## src/rtl/cdg_pkg.sv

```systemverilog
// Package for the connection guard: id space sizing, opcode, state and status
// codes, and the command struct that drives the pending-id maps.
// No dependencies.
package cdg_pkg;

   localparam int ID_SPACE = 256;
   localparam int ID_W     = $clog2(ID_SPACE);
   localparam int CMP_W    = ID_W + 8;

   localparam logic [4:0] OPC_CONNECT   = 5'd0;
   localparam logic [4:0] OPC_CONNECT_R = 5'd1;
   localparam logic [4:0] OPC_RELEASE   = 5'd2;
   localparam logic [4:0] OPC_RELEASE_R = 5'd3;
   localparam logic [4:0] OPC_MAX       = 5'd17;

   localparam logic [1:0] ST_NONE       = 2'd0;
   localparam logic [1:0] ST_AWAITCON   = 2'd1;
   localparam logic [1:0] ST_CONNECTED  = 2'd2;
   localparam logic [1:0] ST_AWAITCLOSE = 2'd3;

   localparam logic [2:0] STS_OK          = 3'd0;
   localparam logic [2:0] STS_BAD_OPCODE  = 3'd1;
   localparam logic [2:0] STS_WRONG_STATE = 3'd2;
   localparam logic [2:0] STS_SENT_UNMAT  = 3'd3;
   localparam logic [2:0] STS_RECV_UNMAT  = 3'd4;
   localparam logic [2:0] STS_REMOTE_BUSY = 3'd5;
   localparam logic [2:0] STS_EXHAUSTED   = 3'd6;
   localparam logic [2:0] STS_OUT_RANGE   = 3'd7;

   typedef struct packed {
      logic            en;
      logic [ID_W-1:0] addr;
      logic            value;
   } map_cmd_type;

   function automatic logic [ID_W-1:0] wrap_next(input logic [ID_W-1:0] id);
      logic [ID_W-1:0] n;
      if (id == ID_W'(ID_SPACE - 1)) begin
         n = ID_W'(1);
      end else begin
         n = id + ID_W'(1);
      end
      return n;
   endfunction

endpackage

```

## src/rtl/cdap_connection_guard.sv

```systemverilog
// Top level of the connection guard: sequencer, link state, free-id search.
// Depends on cdg_pkg and cdg_pending_map (local and remote id maps).
//
//   channel | dir | tdata bits                              | tuser
//   req     | in  | opcode[4:0] msg_id[12:5]                | direction
//   rsp     | out | status[2:0] assigned_id[10:3] conn[12:11] | -
//
// A transaction passes from accept through FETCH (map read), EVAL (check) and
// FINISH (result) before the next accept. A sent request adds a free-id search
// over the local map that probes 1 to ID_SPACE-1 ids, one map bit read per cycle.
// Reset clears the link state and sets the id pointer to 1, then both maps are
// cleared one id per cycle; the input stays not ready until both maps are cleared.
// A result waits in the output register; the next transaction is taken
// meanwhile and holds in its final cycle until the register frees.
module cdap_connection_guard (
   input  logic        clock,
   input  logic        reset,
   input  logic        req_tvalid,
   output logic        req_tready,
   input  logic [15:0] req_tdata,   // opcode[4:0], msg_id[12:5], zero fill
   input  logic        req_tuser,   // direction
   output logic        rsp_tvalid,
   input  logic        rsp_tready,
   output logic [15:0] rsp_tdata    // status[2:0], assigned_id[10:3],
                                    // conn_state[12:11], zero fill
);

   localparam int ID_W = cdg_pkg::ID_W;

   localparam logic [2:0] S_IDLE   = 3'd0;
   localparam logic [2:0] S_FETCH  = 3'd1;
   localparam logic [2:0] S_EVAL   = 3'd2;
   localparam logic [2:0] S_SEARCH = 3'd3;
   localparam logic [2:0] S_FINISH = 3'd4;

   logic [2:0]      state_ff, state_in;
   logic            dir_ff, dir_in;
   logic [4:0]      opc_ff, opc_in;
   logic [7:0]      id_ff, id_in;
   logic [1:0]      link_ff, link_in;
   logic [1:0]      target_ff, target_in;
   logic [ID_W-1:0] next_id_ff, next_id_in;
   logic [ID_W-1:0] cand_ff, cand_in;
   logic [ID_W-1:0] tries_ff, tries_in;
   logic [2:0]      status_ff, status_in;
   logic [7:0]      assigned_ff, assigned_in;
   logic            rsp_valid_ff, rsp_valid_in;
   logic [15:0]     rsp_data_ff, rsp_data_in;

   logic                 is_reply, uses_in_id, bad_opc, ok, id_oor, slot_free;
   logic [1:0]           target;
   logic [ID_W-1:0]      id_idx;
   logic [ID_W-1:0]      local_addr;
   logic                 local_bit, remote_bit;
   logic                 local_ready, remote_ready, maps_ready;
   cdg_pkg::map_cmd_type local_cmd, remote_cmd;

   assign is_reply   = opc_ff[0];
   assign uses_in_id = dir_ff | is_reply;
   assign bad_opc    = opc_ff > cdg_pkg::OPC_MAX;
   assign id_oor     = cdg_pkg::CMP_W'(id_ff) >= cdg_pkg::CMP_W'(cdg_pkg::ID_SPACE);
   assign id_idx     = ID_W'(cdg_pkg::CMP_W'(id_ff));
   assign slot_free  = !rsp_valid_ff || rsp_tready;
   assign maps_ready = local_ready && remote_ready;

   // local map read address; its bit is registered and shows up in the next cycle
   always_comb begin
      case (state_ff)
         S_EVAL:   local_addr = next_id_ff;
         S_SEARCH: local_addr = cdg_pkg::wrap_next(cand_ff);
         default:  local_addr = id_idx;
      endcase
   end

   always_comb begin
      case (opc_ff)
         cdg_pkg::OPC_CONNECT: begin
            ok = link_ff == cdg_pkg::ST_NONE;
            target = cdg_pkg::ST_AWAITCON;
         end
         cdg_pkg::OPC_CONNECT_R: begin
            ok = link_ff == cdg_pkg::ST_AWAITCON;
            target = cdg_pkg::ST_CONNECTED;
         end
         cdg_pkg::OPC_RELEASE: begin
            ok = link_ff == cdg_pkg::ST_CONNECTED;
            target = cdg_pkg::ST_AWAITCLOSE;
         end
         cdg_pkg::OPC_RELEASE_R: begin
            ok = link_ff == cdg_pkg::ST_AWAITCLOSE;
            target = cdg_pkg::ST_NONE;
         end
         default: begin
            ok = link_ff == cdg_pkg::ST_CONNECTED;
            target = link_ff;
         end
      endcase
   end

   cdg_pending_map u_local_map (
      .clock   (clock),
      .reset   (reset),
      .ready   (local_ready),
      .rd_addr (local_addr),
      .rd_bit  (local_bit),
      .cmd     (local_cmd)
   );

   cdg_pending_map u_remote_map (
      .clock   (clock),
      .reset   (reset),
      .ready   (remote_ready),
      .rd_addr (id_idx),
      .rd_bit  (remote_bit),
      .cmd     (remote_cmd)
   );

   always_comb begin
      state_in     = state_ff;
      dir_in       = dir_ff;
      opc_in       = opc_ff;
      id_in        = id_ff;
      link_in      = link_ff;
      target_in    = target_ff;
      next_id_in   = next_id_ff;
      cand_in      = cand_ff;
      tries_in     = tries_ff;
      status_in    = status_ff;
      assigned_in  = assigned_ff;
      rsp_valid_in = rsp_valid_ff && !rsp_tready;
      rsp_data_in  = rsp_data_ff;
      local_cmd    = '{en: 1'b0, addr: id_idx, value: 1'b0};
      remote_cmd   = '{en: 1'b0, addr: id_idx, value: 1'b0};

      case (state_ff)
         S_IDLE: begin
            if (req_tvalid && maps_ready) begin
               dir_in   = req_tuser;
               opc_in   = req_tdata[4:0];
               id_in    = req_tdata[12:5];
               state_in = S_FETCH;
            end
         end
         S_FETCH: begin
            state_in = S_EVAL;
         end
         S_EVAL: begin
            assigned_in = id_ff;
            status_in   = cdg_pkg::STS_OK;
            state_in    = S_FINISH;
            if (bad_opc) begin
               status_in = cdg_pkg::STS_BAD_OPCODE;
            end else if (!ok) begin
               status_in = cdg_pkg::STS_WRONG_STATE;
            end else if (uses_in_id && id_oor) begin
               status_in = cdg_pkg::STS_OUT_RANGE;
            end else if (!uses_in_id) begin
               target_in = target;
               cand_in   = next_id_ff;
               tries_in  = '0;
               state_in  = S_SEARCH;
            end else begin
               link_in = target;
               if (!dir_ff) begin
                  if (remote_bit) begin
                     remote_cmd.en = 1'b1;
                  end else begin
                     status_in = cdg_pkg::STS_SENT_UNMAT;
                  end
               end else if (is_reply) begin
                  if (local_bit) begin
                     local_cmd.en = 1'b1;
                  end else begin
                     status_in = cdg_pkg::STS_RECV_UNMAT;
                  end
               end else begin
                  if (remote_bit) begin
                     status_in = cdg_pkg::STS_REMOTE_BUSY;
                  end else begin
                     remote_cmd = '{en: 1'b1, addr: id_idx, value: 1'b1};
                  end
               end
            end
         end
         S_SEARCH: begin
            if (!local_bit) begin
               local_cmd   = '{en: 1'b1, addr: cand_ff, value: 1'b1};
               next_id_in  = cdg_pkg::wrap_next(cand_ff);
               assigned_in = 8'(cdg_pkg::CMP_W'(cand_ff));
               link_in     = target_ff;
               state_in    = S_FINISH;
            end else if (tries_ff == ID_W'(cdg_pkg::ID_SPACE - 2)) begin
               status_in = cdg_pkg::STS_EXHAUSTED;
               state_in  = S_FINISH;
            end else begin
               cand_in  = cdg_pkg::wrap_next(cand_ff);
               tries_in = tries_ff + ID_W'(1);
            end
         end
         S_FINISH: begin
            if (slot_free) begin
               rsp_valid_in = 1'b1;
               rsp_data_in  = {3'b000, link_ff, assigned_ff, status_ff};
               state_in     = S_IDLE;
            end
         end
         default: begin
            state_in = S_IDLE;
         end
      endcase
   end

   always_ff @(posedge clock) begin
      if (reset) begin
         state_ff     <= S_IDLE;
         link_ff      <= cdg_pkg::ST_NONE;
         next_id_ff   <= ID_W'(1);
         rsp_valid_ff <= 1'b0;
      end else begin
         state_ff     <= state_in;
         link_ff      <= link_in;
         next_id_ff   <= next_id_in;
         rsp_valid_ff <= rsp_valid_in;
      end
   end

   always_ff @(posedge clock) begin
      dir_ff      <= dir_in;
      opc_ff      <= opc_in;
      id_ff       <= id_in;
      target_ff   <= target_in;
      cand_ff     <= cand_in;
      tries_ff    <= tries_in;
      status_ff   <= status_in;
      assigned_ff <= assigned_in;
      rsp_data_ff <= rsp_data_in;
   end

   assign req_tready = (state_ff == S_IDLE) && maps_ready;
   assign rsp_tvalid = rsp_valid_ff;
   assign rsp_tdata  = rsp_data_ff;

   a_next_id_nonzero: assert property (@(posedge clock) disable iff (reset)
      next_id_ff != '0)
      else $error("local id pointer reached zero");

   a_search_bounded: assert property (@(posedge clock) disable iff (reset)
      (state_ff == S_SEARCH) |-> (tries_ff <= ID_W'(cdg_pkg::ID_SPACE - 2)))
      else $error("free-id search ran past the id space");

   a_busy_after_accept: assert property (@(posedge clock) disable iff (reset)
      (req_tvalid && req_tready) |=> !req_tready)
      else $error("input taken again while an item is in progress");

   a_search_needs_connect: assert property (@(posedge clock) disable iff (reset)
      (state_ff == S_SEARCH) |-> (cand_ff != '0))
      else $error("search probed id zero");

endmodule

```

## src/rtl/cdg_pending_map.sv

```systemverilog
// One-bit-per-id pending map: registered read port, one write command, and a
// clearing pass after reset. Depends on cdg_pkg for the id width and command struct.
module cdg_pending_map (
   input  logic                      clock,
   input  logic                      reset,
   output logic                      ready,
   input  logic [cdg_pkg::ID_W-1:0]  rd_addr,
   output logic                      rd_bit,
   input  cdg_pkg::map_cmd_type      cmd
);

   localparam int ID_W = cdg_pkg::ID_W;

   logic            pending_mem [cdg_pkg::ID_SPACE];
   logic            rd_bit_ff;
   logic            clearing_ff, clearing_in;
   logic [ID_W-1:0] clr_addr_ff, clr_addr_in;
   logic            wr_en;
   logic [ID_W-1:0] wr_addr;
   logic            wr_bit;

   always_comb begin
      clearing_in = clearing_ff;
      clr_addr_in = clr_addr_ff;
      if (clearing_ff) begin
         clr_addr_in = clr_addr_ff + ID_W'(1);
         if (clr_addr_ff == ID_W'(cdg_pkg::ID_SPACE - 1)) begin
            clearing_in = 1'b0;
         end
      end
   end

   assign wr_en   = clearing_ff || cmd.en;
   assign wr_addr = clearing_ff ? clr_addr_ff : cmd.addr;
   assign wr_bit  = !clearing_ff && cmd.value;

   always_ff @(posedge clock) begin
      if (reset) begin
         clearing_ff <= 1'b1;
         clr_addr_ff <= '0;
      end else begin
         clearing_ff <= clearing_in;
         clr_addr_ff <= clr_addr_in;
      end
   end

   always_ff @(posedge clock) begin
      if (wr_en) begin
         pending_mem[wr_addr] <= wr_bit;
      end
      rd_bit_ff <= pending_mem[rd_addr];
   end

   assign ready  = !clearing_ff;
   assign rd_bit = rd_bit_ff;

endmodule
```

## config.mk

```make
export PLATFORM = sky130hd
export DESIGN_NAME = cdap_connection_guard
export DESIGN_NICKNAME = d
export VERILOG_FILES = /design/src/rtl/cdg_pkg.sv /design/src/rtl/cdap_connection_guard.sv /design/src/rtl/cdg_pending_map.sv
export SDC_FILE = /design/constraint.sdc
export NUM_CORES = 1
export LEC_CHECK = 0
export BUFFER_PORTS_ARGS = -buffer_cell sky130_fd_sc_hd__buf_2
export CAP_MARGIN = 10
export CORE_MARGIN = 1
export CORE_UTILIZATION = 30
export CTS_BUF_LIST = sky130_fd_sc_hd__clkbuf_4 sky130_fd_sc_hd__clkbuf_8
export CTS_CLUSTER_SIZE = 30
export DETAILED_ROUTE_END_ITERATION = 10
export GPL_TIMING_DRIVEN = 0
export HOLD_SLACK_MARGIN = 0.02
export PLACE_DENSITY = 0.43
export SYNTH_ARGS = -nofsm -noshare
export SYNTH_HDL_FRONTEND = slang
export SYNTH_HIERARCHICAL = 1
export SYNTH_SLANG_ARGS = --single-unit
```

## constraint.sdc

```tcl
create_clock -name clock -period 10.6 [get_ports clock]
set_input_delay 2.12 -clock clock [delete_from_list [all_inputs] [get_ports clock]]
set_output_delay 2.12 -clock clock [all_outputs]
set_load 0.02 [all_outputs]
```

==> results.yml <==
synthesis:
  postSynthRegisterBits: 602
  yosysSeqAreaShare: 0.657
  yosys.area_share.xor_xnor: 0.00551
  post_synth_top_flop: "sky130_fd_sc_hd__edfxtp_1"
  synth.most_common_cell: "sky130_fd_sc_hd__nor2_1"
  largest_family_of_logic_cells_by_synthesized_area: "simple AND/OR/NAND/NOR gates"
  yosys.area_share.simple: 0.131
  synth_edf_count: 568
  synth-compound-area-share: 0.0552
  post_synth_main_area_contributors: "sky130_fd_sc_hd__edfxtp_1 (63%), sky130_fd_sc_hd__nor2_1 (8.1%), sky130_fd_sc_hd__mux4_2 (6.8%), sky130_fd_sc_hd__mux2i_1 (4.4%), sky130_fd_sc_hd__dfxtp_1 (2.5%)"
  yosys-mux-area-fraction: 0.117
  synth_top_area_cell: "sky130_fd_sc_hd__edfxtp_1"
  syn-instance-count: 2080
  synth_largest_type_area_fraction: 0.631
  synth.cells.most_frequent: "sky130_fd_sc_hd__nor2_1 (581), sky130_fd_sc_hd__edfxtp_1 (568), sky130_fd_sc_hd__nand2_1 (152), sky130_fd_sc_hd__mux2i_1 (120), sky130_fd_sc_hd__clkbuf_1 (89)"
  syn_area_sq_um: 27000
  synth.avg_cell_area_sq_um: 13.0
  yosys_warnings: 6
  yosysUniqueCellTypes: 66
  async_sr_flop_fraction: 0
  synth_adder_area_share: 0.00232
detailed_routing:
  drtAntennaViolNets: 0
  routed-via-count: 17600
  totalWireLength_um: 80700
  wl_per_cell_um: 23.2
  first_pass_iters: 10
  drc: 4
  detail_route.iter0.violations: 1482
  routed_via_density: 5.06
setup_path:
  timing.critical_path.slowest_cell_delay_ns: 0.93
  worst_r2r_path_depth: 13
  crit_chain: "nand2b_1, clkbuf_1, clkbuf_1, o21ai_0, buf_6, buf_8, nand3_1, buf_2, o22ai_1, nor3_1, a2111oi_0, a311oi_1, a22oi_1"
  critical-path-top-cell-by-count: "sky130_fd_sc_hd__clkbuf_1"
  critical_path.slowest_cell: "sky130_fd_sc_hd__o21ai_0"
  endpoint_of_the_worst_register_to_register_path: "u_local_map/rd_bit$_DFF_P_"
  cp.arrival_ns: 5.28
  required_ns: 11.21
  cp_num_buf_inv: 5
  worst_r2r_startpoint: "state_ff[2]$_SDFFE_PP0P_"
  cpLargestDelayFamily: "compound AO/OA/AOI/OAI gates"
  crit_path_end_kind: "register"
  timing.critical_path.fanout_max: 10
  setup_slack_reg_to_reg_ns: 5.93
  critical_path_cell_count: 13
  worst_setup_path_class: "reg -> reg"
  cp-start-kind: "register"
clock_network:
  cts_hold_buffers: 0
  cts_root_buffer: "sky130_fd_sc_hd__clkbuf_8"
  cts.clk_slew.worst_paths_ns: 0.06
  clockBufferDepth: 3
  post_cts.repair.setup_buffers: 0
  ctsResizeCount: 0
  max_h_tree_level: 3
  tritoncts: "yes"
  cts_sinks: 602
  clock_network_latency_to_the_later_pin_of_the_worst_skew_pair_ns: 0.75
  tritoncts.num_buffers: 106
sta:
  layout_min_cycle_time_ns: 4.67
  hold_ws_ns: 0.419
  setup_viol_count_final: 0
  worst_pin_slew_ns: 1.16
  number_of_failing_hold_endpoints_at_the_final_stage: 0
  worst_slew_margin_rel: 0.228
  fmax_mhz: 214
  rsz0062_at_grt: "false"
  maxSlewViolCount: 0
  finClkSkew_ns: 0.0632
  layout_worst_path_cycle_share: 0.441
global_routing:
  total_gr_overflow: 0
  first_pass_grt_wire_length_um: 117000
  grt_use_total: 0.176
  number_of_global_route_vias_before_repair: 17800
  grt_start_max_net_pins: 54
  number_of_antenna_violations_at_the_first_check_in_global_routing: 3
final_layout:
  areaGrowthSynthToFinish_pct: 14.7
  drive_gt1_frac: 0.159
  layoutNonFillerInstCount: 3481
  nets: 2259
job:
  cap_viol_max_count: 0
placed_design:
  gp_routability_congestion: 0.812
  cell_count_post_placement: 3290
  detailed_place_hpwl_um: 53200
  placement.io_buffers: 32
hold_path:
  holdCritPathClass: "reg -> reg"
  worstHoldPathCells: 0
  min_to: "rsp_tdata[10]$_DFFE_PP_"
  min-delay-start: "assigned_ff[7]$_DFFE_PP_"
pwr:
  power.clock.fraction: 0.446
  cellPowerDensity_nw_per_um2: 154
  vdd_ir_drop_max_mv: 0.0746
  power.switching_w: 0.00105
  swShare: 0.221
  comb_power_share: 0.015
  power.sequential.fraction: 0.539
  post-layout-total-power_w: 0.00477
  leakagePower_nw: 9.62
  p_int_w: 0.00372
floorplan:
  die_area_sq_um: 91200
  floorplan.die.height_um: 302
  floorplan.rows: 109
  design.portCount: 39
  initial_utilization: 0.304
  core_region_sq_um: 88800
  die_width_um: 302
run_status:
  failed_checks: "DRC"
  status: "complete, but fails checks"
==> cell families after synthesis <==
kind of cell    count (synthesis)
simple gates                  865
mux                           209
xor+xnor                       17
compound gates                209
flops                         602
fa+ha+maj                       5
buf+inv                       172
other cells                     1
==> worst max path at each step <==
stage	start	slack, ns	end
after floorplan	opc_ff[4]$_DFFE_PP_	1.45	u_remote_map/pending_mem[0]$_DFFE_PP_
after global placement	opc_ff[3]$_DFFE_PP_	-4.05	u_remote_map/pending_mem[73]$_DFFE_PP_
after detailed placement	state_ff[0]$_SDFFE_PP0P_	5.91	u_local_map/rd_bit$_DFF_P_
after CTS	state_ff[2]$_SDFFE_PP0P_	5.89	u_local_map/rd_bit$_DFF_P_
after global routing	state_ff[1]$_SDFFE_PP0P_	5.53	u_local_map/rd_bit$_DFF_P_
final	state_ff[2]$_SDFFE_PP0P_	5.93	u_local_map/rd_bit$_DFF_P_
==> sequential cells by signal, summed over array words and instances (netlist names) <==
name,flops
u_local_map/clearing_ff,1
opc_ff,5
u_local_map/rd_bit,1
tries_ff,8
u_remote_map/clearing_ff,1
id_ff,8
rsp_tdata,13
u_remote_map/clr_addr_ff,8
u_local_map/clr_addr_ff,8
next_id_ff,8
target_ff,2
status_ff,3
assigned_ff,8
state_ff,3
link_ff,2
u_local_map/pending_mem,256
u_remote_map/rd_bit,1
dir_ff,1
rsp_tvalid,1
cand_ff,8
u_remote_map/pending_mem,256
==> layer usage <==
layer | routed length (um) | part of all wire | track usage | vias to the layer above
met1 | 36600 | 0.45 | 0.244 | 9003
met4 | 1710 | 0.021 | 0.0515 | 2
met2 | 37500 | 0.46 | 0.280 | 524
met3 | 4850 | 0.060 | 0.0335 | 127
li1 | - | - | - | 7964
met5 | 13 | 0.00016 | 0 | -
==> placed cells by master (no fill, tap or decap), drive strengths merged, types with 5 or more instances in the layout <==
cell type / instances
nor2: 581
edfxtp: 568
a22oi: 6
xnor2: 9
mux2: 5
a31oi: 5
nor2b: 5
clkbuf: 238
nor3: 10
a32o: 6
o32ai: 12
a211oi: 18
a21o: 8
nand2: 153
mux2i: 120
a2111oi: 6
or3: 10
o22ai: 33
nand2b: 12
ha: 5
nand3: 55
o2111ai: 6
a21oi: 23
nand4: 7
clkinv: 38
and2: 8
inv: 25
a22o: 8
xor2: 8
nor4: 6
buf: 102
o22a: 12
dfxtp: 34
mux4: 84
o21ai: 42
==> through the flow <==
| stage | area (sq um) | setup TNS [ns] | setup WS [ns] | util |
|---|---|---|---|---|
| 5_1_grt | 31000 | 0 | 5.53 | 0.349 |
| 4_1_cts | 31000 | 0 | 5.89 | 0.349 |
| 6_report | 31000 | 0 | 5.93 | 0.349 |
| 3_3_place_gp | 28600 | -1968.25 | -4.05 | 0.323 |
| 2_1_floorplan | 27000 | 0 | 1.45 | - |
| 3_5_place_dp | 28900 | 0 | 5.91 | 0.326 |
==> power by group through the flow <==
stage | Combinational (W) | Sequential (W) | Clock, W
after detailed placement | 0.0000740 | 0.00262 | 0
after global placement | 0.0000719 | 0.00262 | 0
final | 0.0000738 | 0.00257 | 0.00213
after CTS | 0.0000742 | 0.00257 | 0.00219
after global routing | 0.0000785 | 0.00257 | 0.00229
after floorplan | 0.0000357 | 0.00262 | 0
==> area by class of cell <==
class                   count  area (sq um)
diodes                      1          2.50
plain buffers             148           792
clock buffers             149          1830
clock inverters            41           240
fillers                  8683         57800
inverters                  24          90.1
multi-input cells        1308          8450
flip-flops and latches    602         17700
well taps                1165          1460
repair buffers             43           383
Note: power is estimated with default switching activity, not from simulation.
